--- src/ths_pkg.sv ---
`timescale 1ns / 1ps
// Shared types, constants and helpers for the terrain height sampler.
// No dependencies; imported by every module of the block except the RAM.
package ths_pkg;

    localparam int MAX_COLS = 256;
    localparam int MAX_ROWS = 256;
    localparam int DEPTH    = MAX_COLS * MAX_ROWS;
    localparam int ADDR_W   = $clog2(DEPTH);
    localparam int DIM_W    = 9;
    localparam int POS_W    = 24;
    localparam int INV_W    = 24;
    localparam int PROD_W   = POS_W + INV_W + 1;
    localparam int P_W      = PROD_W - 16;
    localparam int FRAC_W   = 9;

    localparam logic [1:0] CFG_COLS = 2'd0;
    localparam logic [1:0] CFG_ROWS = 2'd1;
    localparam logic [1:0] CFG_INV  = 2'd2;

    localparam logic FUNC_WRITE = 1'b0;
    localparam logic FUNC_QUERY = 1'b1;

    localparam logic [DIM_W-1:0] COLS_RESET = DIM_W'(256);
    localparam logic [DIM_W-1:0] ROWS_RESET = DIM_W'(256);
    localparam logic [INV_W-1:0] INV_RESET  = INV_W'(65536);

    // One transaction on its way to the height store
    typedef struct packed {
        logic              func;
        logic              wr_ok;
        logic [7:0]        wheight;
        logic [7:0]        row;
        logic [7:0]        col;
        logic [FRAC_W-1:0] fu;
        logic [FRAC_W-1:0] fv;
        logic              clamped;
        logic [ADDR_W-1:0] addr;
    } ths_item_t;

    typedef struct packed {
        logic [7:0]        row;
        logic [7:0]        col;
        logic [FRAC_W-1:0] fu;
        logic [FRAC_W-1:0] fv;
        logic              clamped;
    } ths_qry_t;

    typedef struct packed {
        logic valid;
        logic cd_now;
    } ths_fctl_t;

    function automatic logic [DIM_W-1:0] eff_dim(input logic [DIM_W-1:0] v,
                                                 input logic [DIM_W-1:0] maxv);
        if (v < DIM_W'(2))
            return DIM_W'(2);
        else if (v > maxv)
            return maxv;
        return v;
    endfunction

endpackage

--- src/ths_interp.sv ---
`timescale 1ns / 1ps
// Triangle interpolation of the four corner samples and the result register.
// Depends on ths_pkg.
module ths_interp
    import ths_pkg::*;
(
    input  logic        clk,
    input  logic        rst_n,
    input  ths_fctl_t   f_ctl,
    input  ths_qry_t    f_qry,
    input  logic [7:0]  f_a,
    input  logic [7:0]  f_b,
    input  logic [7:0]  f_c,
    input  logic [7:0]  f_d,
    output logic        e_ready,
    output logic        out_valid,
    input  logic        out_stall,
    output logic [15:0] height,
    output logic [7:0]  cell_row,
    output logic [7:0]  cell_col,
    output logic        clamped
);

    logic        e_valid_reg, cd_ok_reg, out_valid_reg;
    ths_qry_t    q_reg;
    logic [7:0]  a_reg, b_reg, c_reg, d_reg;
    logic [15:0] height_reg, height_next;
    logic [7:0]  row_reg, col_reg;
    logic        clamped_reg;
    logic        o_ready, fire, load, cd_cap;

    logic                    abc;
    logic [7:0]              base;
    logic [FRAC_W-1:0]       w1, w2;
    logic signed [8:0]       d1, d2;
    logic signed [19:0]      p1, p2, hs;

    assign o_ready = !out_valid_reg || !out_stall;
    assign fire    = e_valid_reg && cd_ok_reg && o_ready;
    assign e_ready = !e_valid_reg || fire;
    assign load    = f_ctl.valid && e_ready;
    assign cd_cap  = load ? f_ctl.cd_now : (e_valid_reg && !cd_ok_reg);

    always_comb
    begin
        abc = ({1'b0, q_reg.fu} + {1'b0, q_reg.fv}) < 10'd256;
        if (abc)
        begin
            base = a_reg;
            w1   = q_reg.fu;
            w2   = q_reg.fv;
            d1   = 9'({1'b0, b_reg}) - 9'({1'b0, a_reg});
            d2   = 9'({1'b0, c_reg}) - 9'({1'b0, a_reg});
        end
        else
        begin
            base = d_reg;
            w1   = 9'd256 - q_reg.fu;
            w2   = 9'd256 - q_reg.fv;
            d1   = 9'({1'b0, c_reg}) - 9'({1'b0, d_reg});
            d2   = 9'({1'b0, b_reg}) - 9'({1'b0, d_reg});
        end
        p1 = 20'($signed({1'b0, w1})) * 20'(d1);
        p2 = 20'($signed({1'b0, w2})) * 20'(d2);
        hs = $signed({4'b0, base, 8'b0}) + p1 + p2;
        if (hs[19])
        begin
            height_next = '0;
        end
        else if (|hs[18:16])
        begin
            height_next = 16'hFFFF;
        end
        else
        begin
            height_next = hs[15:0];
        end
    end

    always_ff @(posedge clk or negedge rst_n)
    begin
        if (!rst_n)
        begin
            e_valid_reg   <= 1'b0;
            cd_ok_reg     <= 1'b0;
            out_valid_reg <= 1'b0;
        end
        else
        begin
            if (load)
            begin
                e_valid_reg <= 1'b1;
                cd_ok_reg   <= f_ctl.cd_now;
            end
            else if (fire)
            begin
                e_valid_reg <= 1'b0;
            end
            else if (e_valid_reg && !cd_ok_reg)
            begin
                cd_ok_reg <= 1'b1;
            end
            if (fire)
            begin
                out_valid_reg <= 1'b1;
            end
            else if (!out_stall)
            begin
                out_valid_reg <= 1'b0;
            end
        end
    end

    always_ff @(posedge clk)
    begin
        if (load)
        begin
            q_reg <= f_qry;
            a_reg <= f_a;
            b_reg <= f_b;
        end
        if (cd_cap)
        begin
            c_reg <= f_c;
            d_reg <= f_d;
        end
        if (fire)
        begin
            height_reg  <= height_next;
            row_reg     <= q_reg.row;
            col_reg     <= q_reg.col;
            clamped_reg <= q_reg.clamped;
        end
    end

    assign out_valid = out_valid_reg;
    assign height    = height_reg;
    assign cell_row  = row_reg;
    assign cell_col  = col_reg;
    assign clamped   = clamped_reg;

endmodule

--- config.mk ---
export PLATFORM = sky130hd
export DESIGN_NAME = ths_interp
export DESIGN_NICKNAME = d
export VERILOG_FILES = /design/src/ths_pkg.sv /design/src/ths_interp.sv
export SDC_FILE = /design/constraint.sdc
export NUM_CORES = 1
export LEC_CHECK = 0
export BUFFER_PORTS_ARGS = -buffer_cell sky130_fd_sc_hd__buf_4
export CAP_MARGIN = 20
export CORE_UTILIZATION = 50
export CTS_CLUSTER_DIAMETER = 100
export CTS_CLUSTER_SIZE = 20
export DETAILED_ROUTE_END_ITERATION = 16
export PLACE_DENSITY = 0.79
export REMOVE_ABC_BUFFERS = 1
export SLEW_MARGIN = 20
export SYNTH_ARGS = -nofsm -noshare
export SYNTH_HDL_FRONTEND = slang
export SYNTH_SLANG_ARGS = --single-unit
export TNS_END_PERCENT = 10
--- constraint.sdc ---
create_clock -name clk -period 25 [get_ports clk]
set_input_delay 5 -clock clk [delete_from_list [all_inputs] [get_ports clk]]
set_output_delay 5 -clock clk [all_outputs]
set_load 0.005 [all_outputs]
# After elaboration in Yosys (flattened, before gate mapping)
# Cells that the tools add are included.
# word_totals
regBits	103
input_bits	72
output_inout_bits	35
wordCells	58
# classes
addsub	9
mul	2
n_lt_le_gt_ge	1
n_eq_ne	2
muxes	14
n_reduce_logical	14
# ops
cell	n
$mul A10 B9 Y19	2
$mux W9	4
$sub A8 B8 Y9	4
$add A17 B19 Y20	1
$add A20 B19 Y20	1
$sub A9 B9 Y9 const A	2
$mux W16	1
$add A9 B9 Y10	1
$lt A10 B9 Y1 const B	1
$mux W1	8
$mux W8	1
$logic_and A1 B1 Y1	4
$logic_not A1 Y1	4
$ne A2 B1 Y1 const B	2
$reduce_bool A2 Y1	2
$reduce_or A3 Y1	1
$logic_or A1 B1 Y1	2
$reduce_and A2 Y1	1

# Logic depth before layout (Yosys ltp)
# depth
word_depth	8
mapped_depth	34
mapped_depth_nobuf	31

# Worst setup path after synthesis
# Ideal clock, no wire load.
# synth_timing
path_kind	input port to output port
startpoint	input port out_stall
endpoint	output port e_ready
t_arrival_ps	6986
required_time_ps	20000
slack_ps	13014
cell_stages	3
path_cell_list	a21oi_1 -> nor2_1 -> inv_1
# synth_between
elab_chain_cells	4
# synth_rtl
item	line	rtl
start, declared	ths_interp.sv:17	input logic out_stall,
$logic_not A1 Y1	-	
$logic_or A1 B1 Y1	ths_interp.sv:38	assign o_ready = !out_valid_reg || !out_stall;
$logic_and A1 B1 Y1	ths_interp.sv:39	assign fire = e_valid_reg && cd_ok_reg && o_ready;
$logic_or A1 B1 Y1	ths_interp.sv:40	assign e_ready = !e_valid_reg || fire;
end, declared	ths_interp.sv:15	output logic e_ready,
# No other way between the ends.

# Worst setup path after layout
# layout_timing
startpoint	input port out_stall
endpoint	output port e_ready
# layout_between
elab_chain_cells	4
# layout_rtl
item	line	rtl
$logic_not A1 Y1	-	
$logic_or A1 B1 Y1	ths_interp.sv:38	
$logic_and A1 B1 Y1	ths_interp.sv:39	
via fire	ths_interp.sv:30	logic o_ready, fire, load, cd_cap;
$logic_or A1 B1 Y1	ths_interp.sv:40	
# The timed path passes the listed nets, and every way through them passes these cells.

==> impl_metrics.toml <==
[floorplan]
core_area_um2 = 23500
die_x_um = 157
die_y_um = 157
initial_core_util = 0.510
io_pins = 107
num_rows = 56
die-area_um2 = 24600

[logic_synthesis]
synth_fa_ha_area_frac = 0.380
ys_types = 72
syn-instance-count = 1189
yosysWarningCount = 0
synth-seq-cells = 103
syn_avg_cell_area_um2 = 10.1
synth_area_um2 = 12000
synth_top_family_by_area = "adder cells"
synth_largest_area_cell = "edfxtp_1"
yosys.area_share.xor_xnor = 0.0277
synth_edf_count = 100
yosys-top-cells-count = "inv_1 (184), fa_1 (141), ha_1 (139)"
netlist.area_leader.share = 0.250
synth_compound_area_frac = 0.132
synthSimpleGateAreaFrac = 0.129
yosys-top-cells-area = "edfxtp_1 (25%), fa_1 (24%), ha_1 (14%)"
synth-main-ff-cell = "edfxtp_1"
synthMuxAreaShare = 0.00500
synth_seq_area_share = 0.256
synthArstFlopShare = 0.0291
yosys.cell_count.top_type = "inv_1"

[finish]
final_cells = 1607
multi_input_area_um2 = 8120
largest_register_ffs = 35
nets = 1635
drive_gt1_frac = 0.125
area_delta_synth_final_pct = 12.2
fillers = 2061
regArea_um2 = 3080
n_antenna_cell = 0

[run]
drv_cap = 0

[clock_tree]
ctsRootBufferMaster = "clkbuf_16"
cts.clk_slew.worst_paths_ps = 90
cts_buffers = 9
cts_setup_buffers = 0
cts_sinks = 103
clock_latency_ps = 370
cts_hold_buffers = 0
cts_resized = 0
htreeDepth = 3
cts_tree = "built"
clk_path_buf_depth = 2

[drt]
drt_iter0_drc = 755
via_per_inst = 5.79
num_vias = 9311
drc = 0
routed_wl_mm = 29.6
wire_per_inst_um = 18.4
drt_pass1_iterations = 5
postRouteAntennaNets = 0

[critical_path]
path_class = "in2out"
endpoint_kind = "primary output"
rrSetupSlack_ps = 15390
cp_max_fo = 11
rr_startpoint = "q_reg[6]"
required_ps = 20000
crit_arrival_ps = 5900
r2r_cells = 26
timing.rr.end = "height[9]"
worstSetupStartpointType = "primary input"

[grt]
grt_overflow = 0
grt.total_usage = 0.252
antenna_found_initial = 0
grt_max_degree = 67
grt_pass1_wl_mm = 47.1
grt_pass1_vias = 9322

[sta]
slew_headroom = 0.329
final_hold_viol_count = 0
rsz0062_at_grt = "false"
worstMarginPinSlew_ps = 979
period_needed_ps = 10900
drv_slew = 0
timing.fmax_mhz = 91.7
skew_ps = 13.1
tns_ps = 0
period_share = 0.436
setup_violations = 0

[worst_hold_path]
min_path_type = "reg2reg"
min_path_cells = 0
hp-start = "q_reg[20]"
min_to = "cell_col[1]"

[placement]
routabilityCongestion = 0.933
place_inst = 1590
hpwl_mm = 23.8
io_buffers = 106

[run_status]
status = "completed"
==> how the worst max path moves through the flow <==
stage	start	end	slack (ps)	cells after the start
5_1_grt	out_stall	e_ready	14030	5
6_report	out_stall	e_ready	14100	5
2_1_floorplan	out_stall	e_ready	13010	3
3_3_place_gp	out_stall	e_ready	13590	5
3_5_place_dp	out_stall	e_ready	13520	5
4_1_cts	out_stall	e_ready	13520	5
==> cells by family after synthesis <==
group / Yosys count
xor+xnor: 38
buf+inv: 214
mux: 6
flops: 103
compound gates: 237
simple gates: 311
fa+ha+maj: 280
==> critical path, stage by stage <==
cell	delay [ps]
buf_4	130
a21oi_4	390
nor2_1	190
inv_1	90
buf_4	100
==> layout by cell type (no fill, tap or decap), types with 5 or more instances in the layout <==
cell	Yosys	routed
a211oi_1	6	6
a21o_1	12	12
a21oi_1	63	62
a31oi_1	6	6
and2_1	16	16
and3_1	6	6
buf_4	1	111
clkbuf_16	0	9
edfxtp_1	100	100
fa_1	141	141
ha_1	139	139
inv_1	184	184
mux2i_1	6	6
nand2_1	73	73
nand2b_1	11	11
nand3_1	27	27
nand3b_1	9	9
nand4_1	5	5
nor2_1	84	84
nor2b_1	17	16
nor3_1	22	22
nor3b_1	5	5
o21a_1	28	28
o21ai_0	40	39
o21ai_1	12	11
o22ai_1	17	17
o31ai_1	6	6
or2_2	6	6
or3_1	13	13
xnor2_1	21	21
xor2_1	17	17
==> cell type report <==
cell class | count | area share
Multi-Input combinational cell | 872 | 0.603
Sequential cell | 103 | 0.229
Timing Repair Buffer | 112 | 0.0639
Inverter | 185 | 0.0516
Tap cell | 319 | 0.0296
Clock buffer | 9 | 0.0167
Clock inverter | 7 | 0.00660
==> per-layer routing <==
layer	part of all wire	up-vias	wire [µm]	track usage
li1	-	4245	-	-
met1	0.40	4578	11800	0.322
met2	0.49	396	14400	0.417
met3	0.064	92	1890	0.0344
met4	0.051	0	1510	0.134
met5	0	-	0	0
==> stage by stage <==
step / worst slack (ps) / hold WS (ps) / utilization / instance area, µm²
final: 14100 / 424 / 0.572 / 13500
after CTS: 13520 / 421 / 0.571 / 13400
after global placement: 13590 / 401 / 0.558 / 13100
after global routing: 14030 / 435 / 0.572 / 13500
after detailed placement: 13520 / 406 / 0.558 / 13100
after floorplan: 13010 / 400 / - / 11900
Power is not shown: default switching activity piles up to over one toggle a cycle in this logic, so the estimate is an artifact.
