[config.mk]
export PLATFORM = sky130hd
export DESIGN_NAME = ths_geom
export DESIGN_NICKNAME = d
export VERILOG_FILES = /design/src/ths_pkg.sv /design/src/ths_geom.sv
export SDC_FILE = /design/constraint.sdc
export NUM_CORES = 2
export LEC_CHECK = 0
export BUFFER_PORTS_ARGS = -buffer_cell sky130_fd_sc_hd__clkbuf_2
export CAP_MARGIN = 20
export CORE_ASPECT_RATIO = 0.7
export CORE_MARGIN = 2
export CORE_UTILIZATION = 59
export DETAILED_ROUTE_END_ITERATION = 7
export PLACE_DENSITY = 0.79
export SLEW_MARGIN = 25
export SYNTH_ARGS = -nofsm -noshare
export SYNTH_HDL_FRONTEND = slang
export SYNTH_SLANG_ARGS = --single-unit
[constraint.sdc]
create_clock -name clk -period 4.5 [get_ports clk]
set_input_delay 0.45 -clock clk [delete_from_list [all_inputs] [get_ports clk]]
set_output_delay 0.45 -clock clk [all_outputs]
set_load 0.01 [all_outputs]
[src/ths_pkg.sv]
`timescale 1ns / 1ps
// Shared types, constants and helpers for the terrain height sampler.
// No dependencies; imported by every module of the block except the RAM.
package ths_pkg;

    localparam int MAX_COLS = 256;
    localparam int MAX_ROWS = 256;
    localparam int DEPTH    = MAX_COLS * MAX_ROWS;
    localparam int ADDR_W   = $clog2(DEPTH);
    localparam int DIM_W    = 9;
    localparam int POS_W    = 24;
    localparam int INV_W    = 24;
    localparam int PROD_W   = POS_W + INV_W + 1;
    localparam int P_W      = PROD_W - 16;
    localparam int FRAC_W   = 9;

    localparam logic [1:0] CFG_COLS = 2'd0;
    localparam logic [1:0] CFG_ROWS = 2'd1;
    localparam logic [1:0] CFG_INV  = 2'd2;

    localparam logic FUNC_WRITE = 1'b0;
    localparam logic FUNC_QUERY = 1'b1;

    localparam logic [DIM_W-1:0] COLS_RESET = DIM_W'(256);
    localparam logic [DIM_W-1:0] ROWS_RESET = DIM_W'(256);
    localparam logic [INV_W-1:0] INV_RESET  = INV_W'(65536);

    // One transaction on its way to the height store
    typedef struct packed {
        logic              func;
        logic              wr_ok;
        logic [7:0]        wheight;
        logic [7:0]        row;
        logic [7:0]        col;
        logic [FRAC_W-1:0] fu;
        logic [FRAC_W-1:0] fv;
        logic              clamped;
        logic [ADDR_W-1:0] addr;
    } ths_item_t;

    typedef struct packed {
        logic [7:0]        row;
        logic [7:0]        col;
        logic [FRAC_W-1:0] fu;
        logic [FRAC_W-1:0] fv;
        logic              clamped;
    } ths_qry_t;

    typedef struct packed {
        logic valid;
        logic cd_now;
    } ths_fctl_t;

    function automatic logic [DIM_W-1:0] eff_dim(input logic [DIM_W-1:0] v,
                                                 input logic [DIM_W-1:0] maxv);
        if (v < DIM_W'(2))
            return DIM_W'(2);
        else if (v > maxv)
            return maxv;
        return v;
    endfunction

endpackage

[src/ths_geom.sv]
`timescale 1ns / 1ps
// Position-to-cell pipeline: scale, offset, clamp, cell/fraction, store address.
// Depends on ths_pkg.
module ths_geom
    import ths_pkg::*;
(
    input  logic                    clk,
    input  logic                    rst_n,
    input  logic                    in_valid,
    output logic                    in_stall,
    input  logic                    func,
    input  logic signed [POS_W-1:0] pos_x,
    input  logic signed [POS_W-1:0] pos_z,
    input  logic [7:0]              write_row,
    input  logic [7:0]              write_col,
    input  logic [7:0]              write_height,
    input  logic [DIM_W-1:0]        cols,
    input  logic [DIM_W-1:0]        rows,
    input  logic [INV_W-1:0]        inv,
    output logic                    m_valid,
    output ths_item_t               m_item,
    input  logic                    m_ready
);

    localparam int OFF_W = 8 + DIM_W;

    typedef struct packed {
        logic [7:0]        cidx;
        logic [FRAC_W-1:0] frac;
        logic              clp;
    } ths_axis_t;

    function automatic ths_axis_t clamp_axis(input logic signed [P_W-1:0] p,
                                             input logic [DIM_W-1:0] n);
        logic [DIM_W-1:0] nm1;
        logic [DIM_W-1:0] nm2;
        logic [15:0]      lim;
        logic [15:0]      pc;
        logic [7:0]       cidx;
        logic [16:0]      fr;
        ths_axis_t        r;
        nm1   = n - DIM_W'(1);
        nm2   = n - DIM_W'(2);
        lim   = {nm1[7:0], 8'b0};
        r.clp = 1'b0;
        if (p[P_W-1])
        begin
            pc    = '0;
            r.clp = 1'b1;
        end
        else if (p > $signed({{(P_W-16){1'b0}}, lim}))
        begin
            pc    = lim;
            r.clp = 1'b1;
        end
        else
        begin
            pc = p[15:0];
        end
        cidx = pc[15:8];
        if ({1'b0, cidx} > nm2)
        begin
            cidx = nm2[7:0];
        end
        fr     = {1'b0, pc} - {1'b0, cidx, 8'b0};
        r.cidx = cidx;
        r.frac = fr[FRAC_W-1:0];
        return r;
    endfunction

    logic v1_reg, v2_reg, v3_reg, v4_reg;
    logic rdy1, rdy2, rdy3, rdy4;

    logic                     func1_reg, func2_reg;
    logic [7:0]               row1_reg, col1_reg, ht1_reg;
    logic [7:0]               row2_reg, col2_reg, ht2_reg;
    logic                     wok2_reg;
    logic signed [PROD_W-1:0] xp1_reg, zp1_reg, xp1_next, zp1_next;
    logic signed [PROD_W-1:0] offx, offz, sumx, sumz;
    logic signed [P_W-1:0]    px2_reg, pz2_reg;
    logic                     wok2_next;
    ths_axis_t                ax, az;
    ths_item_t                item3_reg, item3_next, item4_reg, item4_next;
    logic [OFF_W-1:0]         rowoff, addr_sum;

    assign rdy4     = !v4_reg || m_ready;
    assign rdy3     = !v3_reg || rdy4;
    assign rdy2     = !v2_reg || rdy3;
    assign rdy1     = !v1_reg || rdy2;
    assign in_stall = !rdy1;

    // G1: scale by reciprocal spacing
    assign xp1_next = PROD_W'(pos_x) * PROD_W'($signed({1'b0, inv}));
    assign zp1_next = PROD_W'(pos_z) * PROD_W'($signed({1'b0, inv}));

    // G2: centre on the grid, drop to Q.8
    assign offx      = $signed({{(PROD_W-DIM_W-23){1'b0}}, cols - DIM_W'(1), 23'b0});
    assign offz      = $signed({{(PROD_W-DIM_W-23){1'b0}}, rows - DIM_W'(1), 23'b0});
    assign sumx      = offx + xp1_reg;
    assign sumz      = offz - zp1_reg;
    assign wok2_next = ({1'b0, row1_reg} < rows) && ({1'b0, col1_reg} < cols);

    // G3: clamp, cell and fraction
    always_comb
    begin
        ax                 = clamp_axis(px2_reg, cols);
        az                 = clamp_axis(pz2_reg, rows);
        item3_next.func    = func2_reg;
        item3_next.wr_ok   = wok2_reg;
        item3_next.wheight = ht2_reg;
        item3_next.row     = (func2_reg == FUNC_QUERY) ? az.cidx : row2_reg;
        item3_next.col     = (func2_reg == FUNC_QUERY) ? ax.cidx : col2_reg;
        item3_next.fu      = ax.frac;
        item3_next.fv      = az.frac;
        item3_next.clamped = ax.clp | az.clp;
        item3_next.addr    = '0;
    end

    // G4: row-major store address
    assign rowoff   = OFF_W'(item3_reg.row) * OFF_W'(cols);
    assign addr_sum = rowoff + OFF_W'(item3_reg.col);

    always_comb
    begin
        item4_next      = item3_reg;
        item4_next.addr = addr_sum[ADDR_W-1:0];
    end

    always_ff @(posedge clk or negedge rst_n)
    begin
        if (!rst_n)
        begin
            v1_reg <= 1'b0;
            v2_reg <= 1'b0;
            v3_reg <= 1'b0;
            v4_reg <= 1'b0;
        end
        else
        begin
            if (rdy1)
            begin
                v1_reg <= in_valid;
            end
            if (rdy2)
            begin
                v2_reg <= v1_reg;
            end
            if (rdy3)
            begin
                v3_reg <= v2_reg;
            end
            if (rdy4)
            begin
                v4_reg <= v3_reg;
            end
        end
    end

    always_ff @(posedge clk)
    begin
        if (rdy1)
        begin
            func1_reg <= func;
            row1_reg  <= write_row;
            col1_reg  <= write_col;
            ht1_reg   <= write_height;
            xp1_reg   <= xp1_next;
            zp1_reg   <= zp1_next;
        end
        if (rdy2)
        begin
            func2_reg <= func1_reg;
            row2_reg  <= row1_reg;
            col2_reg  <= col1_reg;
            ht2_reg   <= ht1_reg;
            wok2_reg  <= wok2_next;
            px2_reg   <= sumx[PROD_W-1:16];
            pz2_reg   <= sumz[PROD_W-1:16];
        end
        if (rdy3)
        begin
            item3_reg <= item3_next;
        end
        if (rdy4)
        begin
            item4_reg <= item4_next;
        end
    end

    assign m_valid = v4_reg;
    assign m_item  = item4_reg;

endmodule

==> Yosys cells after proc, flatten, opt, wreduce, memory -nomap -nowiden <==
Index checks and enable logic that the tools add are counted.
{ "totals": {"ff_bits": 325, "latchBits": 0, "ram_bits": 0, "romBits": 0, "input_bits": 119, "out_inout_bits": 63, "elab_cells": 75, "mem_count": 0} }
{ "classes": {"addsub": 9, "n_mul": 3, "div": 0, "magnitude_cmp": 6, "eq_ne": 0, "shifts": 0, "muxes": 12, "bitwise": 1, "reduce_logical": 10} }
{ "ops": {"columns": ["op", "n"], "rows": [
  ["multiplier 24 x 25 -> 49 bit", 2],
  ["greater-than comparator 33 x 17 -> 1 bit", 2],
  ["2-to-1 mux 16 bit", 4],
  ["adder 33 x 49 -> 49 bit", 1],
  ["subtractor 33 x 49 -> 49 bit", 1],
  ["2-to-1 mux 8 bit", 4],
  ["greater-than comparator 8 x 9 -> 1 bit", 2],
  ["less-than comparator 8 x 9 -> 1 bit", 2],
  ["subtractor 9 x 1 -> 9 bit (second input constant)", 2],
  ["subtractor 9 x 2 -> 9 bit (second input constant)", 2],
  ["subtractor 9 bit", 2],
  ["adder 16 x 8 -> 16 bit", 1],
  ["multiplier 8 x 9 -> 16 bit", 1],
  ["zero test 1 bit", 5],
  ["logical OR 1 bit", 4],
  ["2-to-1 mux 1 bit", 4],
  ["logical AND 1 bit", 1],
  ["bitwise OR 1 bit", 1]
]} }

==> Longest topological paths before layout <==
{ "logic_depth": {"ltp_word": 7, "ltp_mapped": 28, "ltp_nobuf": 27} }

==> Least setup slack after synthesis <==
OpenSTA, ideal clock, no wires.
{ "synth_path": {"kind": "input -> register", "start": "input inv[11]", "end": "register zp1_reg[45], data pin", "setup_ns": 0.270, "t_arrival_ns": 7.058, "t_required_ns": 4.230, "path_slack_ns": -2.828, "stages": 26, "n_path_buf": 2, "cell_sequence": "clkbuf_1 clkbuf_1 nand2_1 fa_1 inv_1 fa_1 inv_1 fa_1 inv_1 fa_1 fa_1 inv_1 fa_1 fa_1 inv_1 ha_1 a21o_1 o21bai_1 a221o_1 a21oi_1 nand3b_1 a21oi_1 nand2b_1 a311oi_1 nor4_1 or3b_2"} }
{ "synth_between": {"elab_chain_len": 1} }
{ "synth_rtl": {"columns": ["item", "line", "rtl"], "rows": [
  ["start: declaration", "ths_geom.sv:19", "input logic [INV_W-1:0] inv,"],
  ["multiplier 24 x 25 -> 49 bit", "ths_geom.sv:94", "assign zp1_next = PROD_W'(pos_z) * PROD_W'($signed({1'b0, inv}));"],
  ["via zp1_next[45]", "ths_geom.sv:78", "logic signed [PROD_W-1:0] xp1_reg, zp1_reg, xp1_next, zp1_next;"],
  ["end signal: assignment", "ths_geom.sv:168", "zp1_reg <= zp1_next;"],
  ["end: declaration", "ths_geom.sv:78", null]
]} }
The timed path passes the listed nets, and every way through them passes these cells.
A chain may end at the register's enable or synchronous reset.

==> Worst setup path in the final report <==
Ends and elaborated chain as after synthesis.

==> impl_metrics.tcl <==
set metrics [dict create \
    run_status "finished with violations" \
    failed_checks "setup timing" \
    cp_common_cell "fa_1" \
    synth_cell_type_count 67 \
    critical_path_arrival_ps 6920 \
    final_antenna_net_count 0 \
    synth_xor_area_frac 0.0272 \
    dp_hpwl_mm 115 \
    grt_usage 0.316 \
    first_global_vias 43077 \
    fp.coreArea_um2 89800 \
    drv_cap 0 \
    cts_root_buf "clkbuf_16" \
    min_from "write_row[7]" \
    fin_skew_ps 26.5 \
    pre_cts_slack_ps -2750 \
    crit_required_ps 4780 \
    critical_path.max_stage_delay_ps 590 \
    largest_reg_flops 61 \
    rsz0062_at_grt "yes" \
    antenna_found_initial 3 \
    fin_ws_ps -2140 \
    fillers 5753 \
    clock-sinks 309 \
    syn-instance-count 5426 \
    yosys.area_share.simple 0.150 \
    min_to "row1_reg[7]" \
    numPortBuffers 181 \
    worstReg2RegStart "px2_reg[9]" \
    synth_top_family_by_area "adder cells" \
    clk_latency_ps 560 \
    drive_gt1_frac 0.240 \
    routed_wl_mm 149 \
    final_common_cell "inv_1" \
    synthFlopType "edfxtp_1" \
    start_util 0.594 \
    viasPerCell 5.52 \
    drt_iter0_drc 3568 \
    final_cell_mix "1156 x inv_1, 955 x fa_1, 619 x nand2_1, 585 x buf_4, 560 x and2_1" \
    reg2regPathDepth 21 \
    io-pin-count 182 \
    synth_compound_area_frac 0.0453 \
    syn2layout_area_growth_pct 24.0 \
    die_h_um 256 \
    use_met2 0.485 \
    grt_start_max_net_pins 100 \
    htreeDepth 2 \
    slowest_stage "fa_2" \
    dieWidth_um 364 \
    vias 40605 \
    yosysWarningCount 0 \
    finalWorstPathRequiredPeriod_ps 6640 \
    hp-class "in2reg" \
    r2r_end "item3_reg[35]" \
    synth-seq-area-share 0.173 \
    numCtsBuffers 37 \
    fin_crit_sh 1.47 \
    tritoncts "yes" \
    synthArstFlopShare 0.0129 \
    max_freq_mhz 151 \
    synth-edff-count 305 \
    slew_headroom 0.505 \
    grtUsageMet1 0.451 \
    synth.avg_cell_area_um2 9.84 \
    slew_violations 0 \
    gp_congestion 1.02 \
    crit_type "in2reg" \
    rows 92 \
    hold_ws_ps 58.7 \
    utilization 0.737 \
    drcViolationCount 0 \
    synth_area_um2 53400 \
    hold_depth 1 \
    synthesis.nets 7064 \
    met3_usage 0.0841 \
    busiest_layer "met2" \
    synth.area.mux_share 0.00131 \
    rrSetupSlack_ps -40 \
    nets 7782 \
    die_area_um2 92900 \
    finalSetupViolations 81 \
    cp_top_family "adder cells" \
    post_drt_wl_per_cell_um 20.3 \
    grt_pass1_wl_mm 231 \
    hold_viol_final 0 \
    clkTransAtPathRegs_ps 60 \
    yosys_register_bits 309 \
    synthAdderAreaFrac 0.499 \
    grt_overflow 0 \
    dr.pass1.iters 6 \
    path_buf_inv 8 \
    clockBufferDepth 3 \
    tightest_slew_ps 742 \
    crit_fanout 8 \
    setup.worst_path.start_class "primary input" \
    crit_path_end_kind "flop" \
]
[what timing repair did]
| item | in CTS | in global routing |
|---|---|---|
| endpoints found under the setup margin | 86 | 95 |
| gates cloned | 10 | 8 |
| endpoints found under the hold margin | 4 | 0 |
| hold buffers | 1 | 0 |
| setup buffers | 38 | 62 |
| pin swaps | 108 | 205 |
| gates resized for setup | 272 | 361 |
[metrics by stage]
stage	setup TNS [ps]	std cells	instance area [um2]
2_1_floorplan	-165210	5426	55100
3_3_place_gp	-170080	7178	61200
3_5_place_dp	-178500	7178	61200
4_1_cts	-110920	7294	64100
5_1_grt	-134260	7350	66200
6_report	-120970	7351	66200
[layer usage]
metal / wire length (um) / vias to the layer above
li1: - / 17843
met1: 61000 / 20387
met2: 67200 / 2054
met3: 16500 / 319
met4: 4540 / 2
met5: 13 / -
[layout make-up]
cell class	instances	area [um2]	share of cell area
Tap cell	1175	1470	0.0222
Clock buffer	41	962	0.0145
Antenna cell	3	7.51	0.000113
Multi-Input combinational cell	3644	41200	0.623
Timing Repair Buffer	933	8320	0.126
Sequential cell	309	9260	0.140
Clock inverter	27	344	0.00520
Inverter	1219	4610	0.0696
[cell usage after synthesis (3+ instances only)]
library cell | instances | area share
or2_2 | 7 | 0.00082
nand2b_1 | 44 | 0.0052
a2111o_1 | 3 | 0.00063
ha_1 | 506 | 0.12
nor3b_1 | 4 | 0.00056
dfrtp_1 | 4 | 0.0019
inv_1 | 1219 | 0.086
a21oi_1 | 104 | 0.0098
a21o_1 | 62 | 0.0087
o21a_1 | 20 | 0.0028
a31oi_1 | 10 | 0.0012
clkbuf_1 | 251 | 0.018
nor2_1 | 90 | 0.0063
a211o_1 | 4 | 0.00066
o21bai_1 | 24 | 0.0034
o221ai_1 | 4 | 0.00066
o21ai_0 | 73 | 0.0068
nand4_1 | 23 | 0.0027
nand3_1 | 28 | 0.0026
mux2i_1 | 7 | 0.0013
edfxtp_1 | 305 | 0.17
and2_1 | 602 | 0.071
nand2_1 | 651 | 0.046
o31ai_1 | 4 | 0.00056
xor2_1 | 50 | 0.0082
nor4_1 | 19 | 0.0022
o22a_1 | 10 | 0.0016
or3_1 | 6 | 0.00070
nor3_1 | 32 | 0.0030
and3_1 | 17 | 0.0020
nor2b_1 | 41 | 0.0048
a211oi_1 | 10 | 0.0014
fa_1 | 1013 | 0.38
a22o_1 | 8 | 0.0013
xnor2_1 | 116 | 0.019
a21boi_0 | 8 | 0.0011
nor4b_1 | 3 | 0.00049
o211ai_1 | 5 | 0.00070
a221oi_1 | 4 | 0.00066
[worst max-delay path by stage]
| stage | to | cells past startpoint | from |
|---|---|---|---|
| after CTS | zp1_reg[45] | 25 | inv[14] |
| after detailed placement | xp1_reg[45] | 26 | inv[15] |
| after floorplan | zp1_reg[45] | 24 | inv[15] |
| after global routing | zp1_reg[45] | 27 | inv[11] |
| after global placement | zp1_reg[45] | 24 | inv[16] |
| final | zp1_reg[45] | 26 | inv[11] |
[cell families after synthesis]
family	Yosys count
compound gates	371
mux	7
simple gates	1580
buf+inv	1474
xor+xnor	166
fa+ha+maj	1519
flops	309
Power is left out: the tool's default activity adds up to more than one toggle a clock period on the data nets, which glitch-free logic cannot reach.
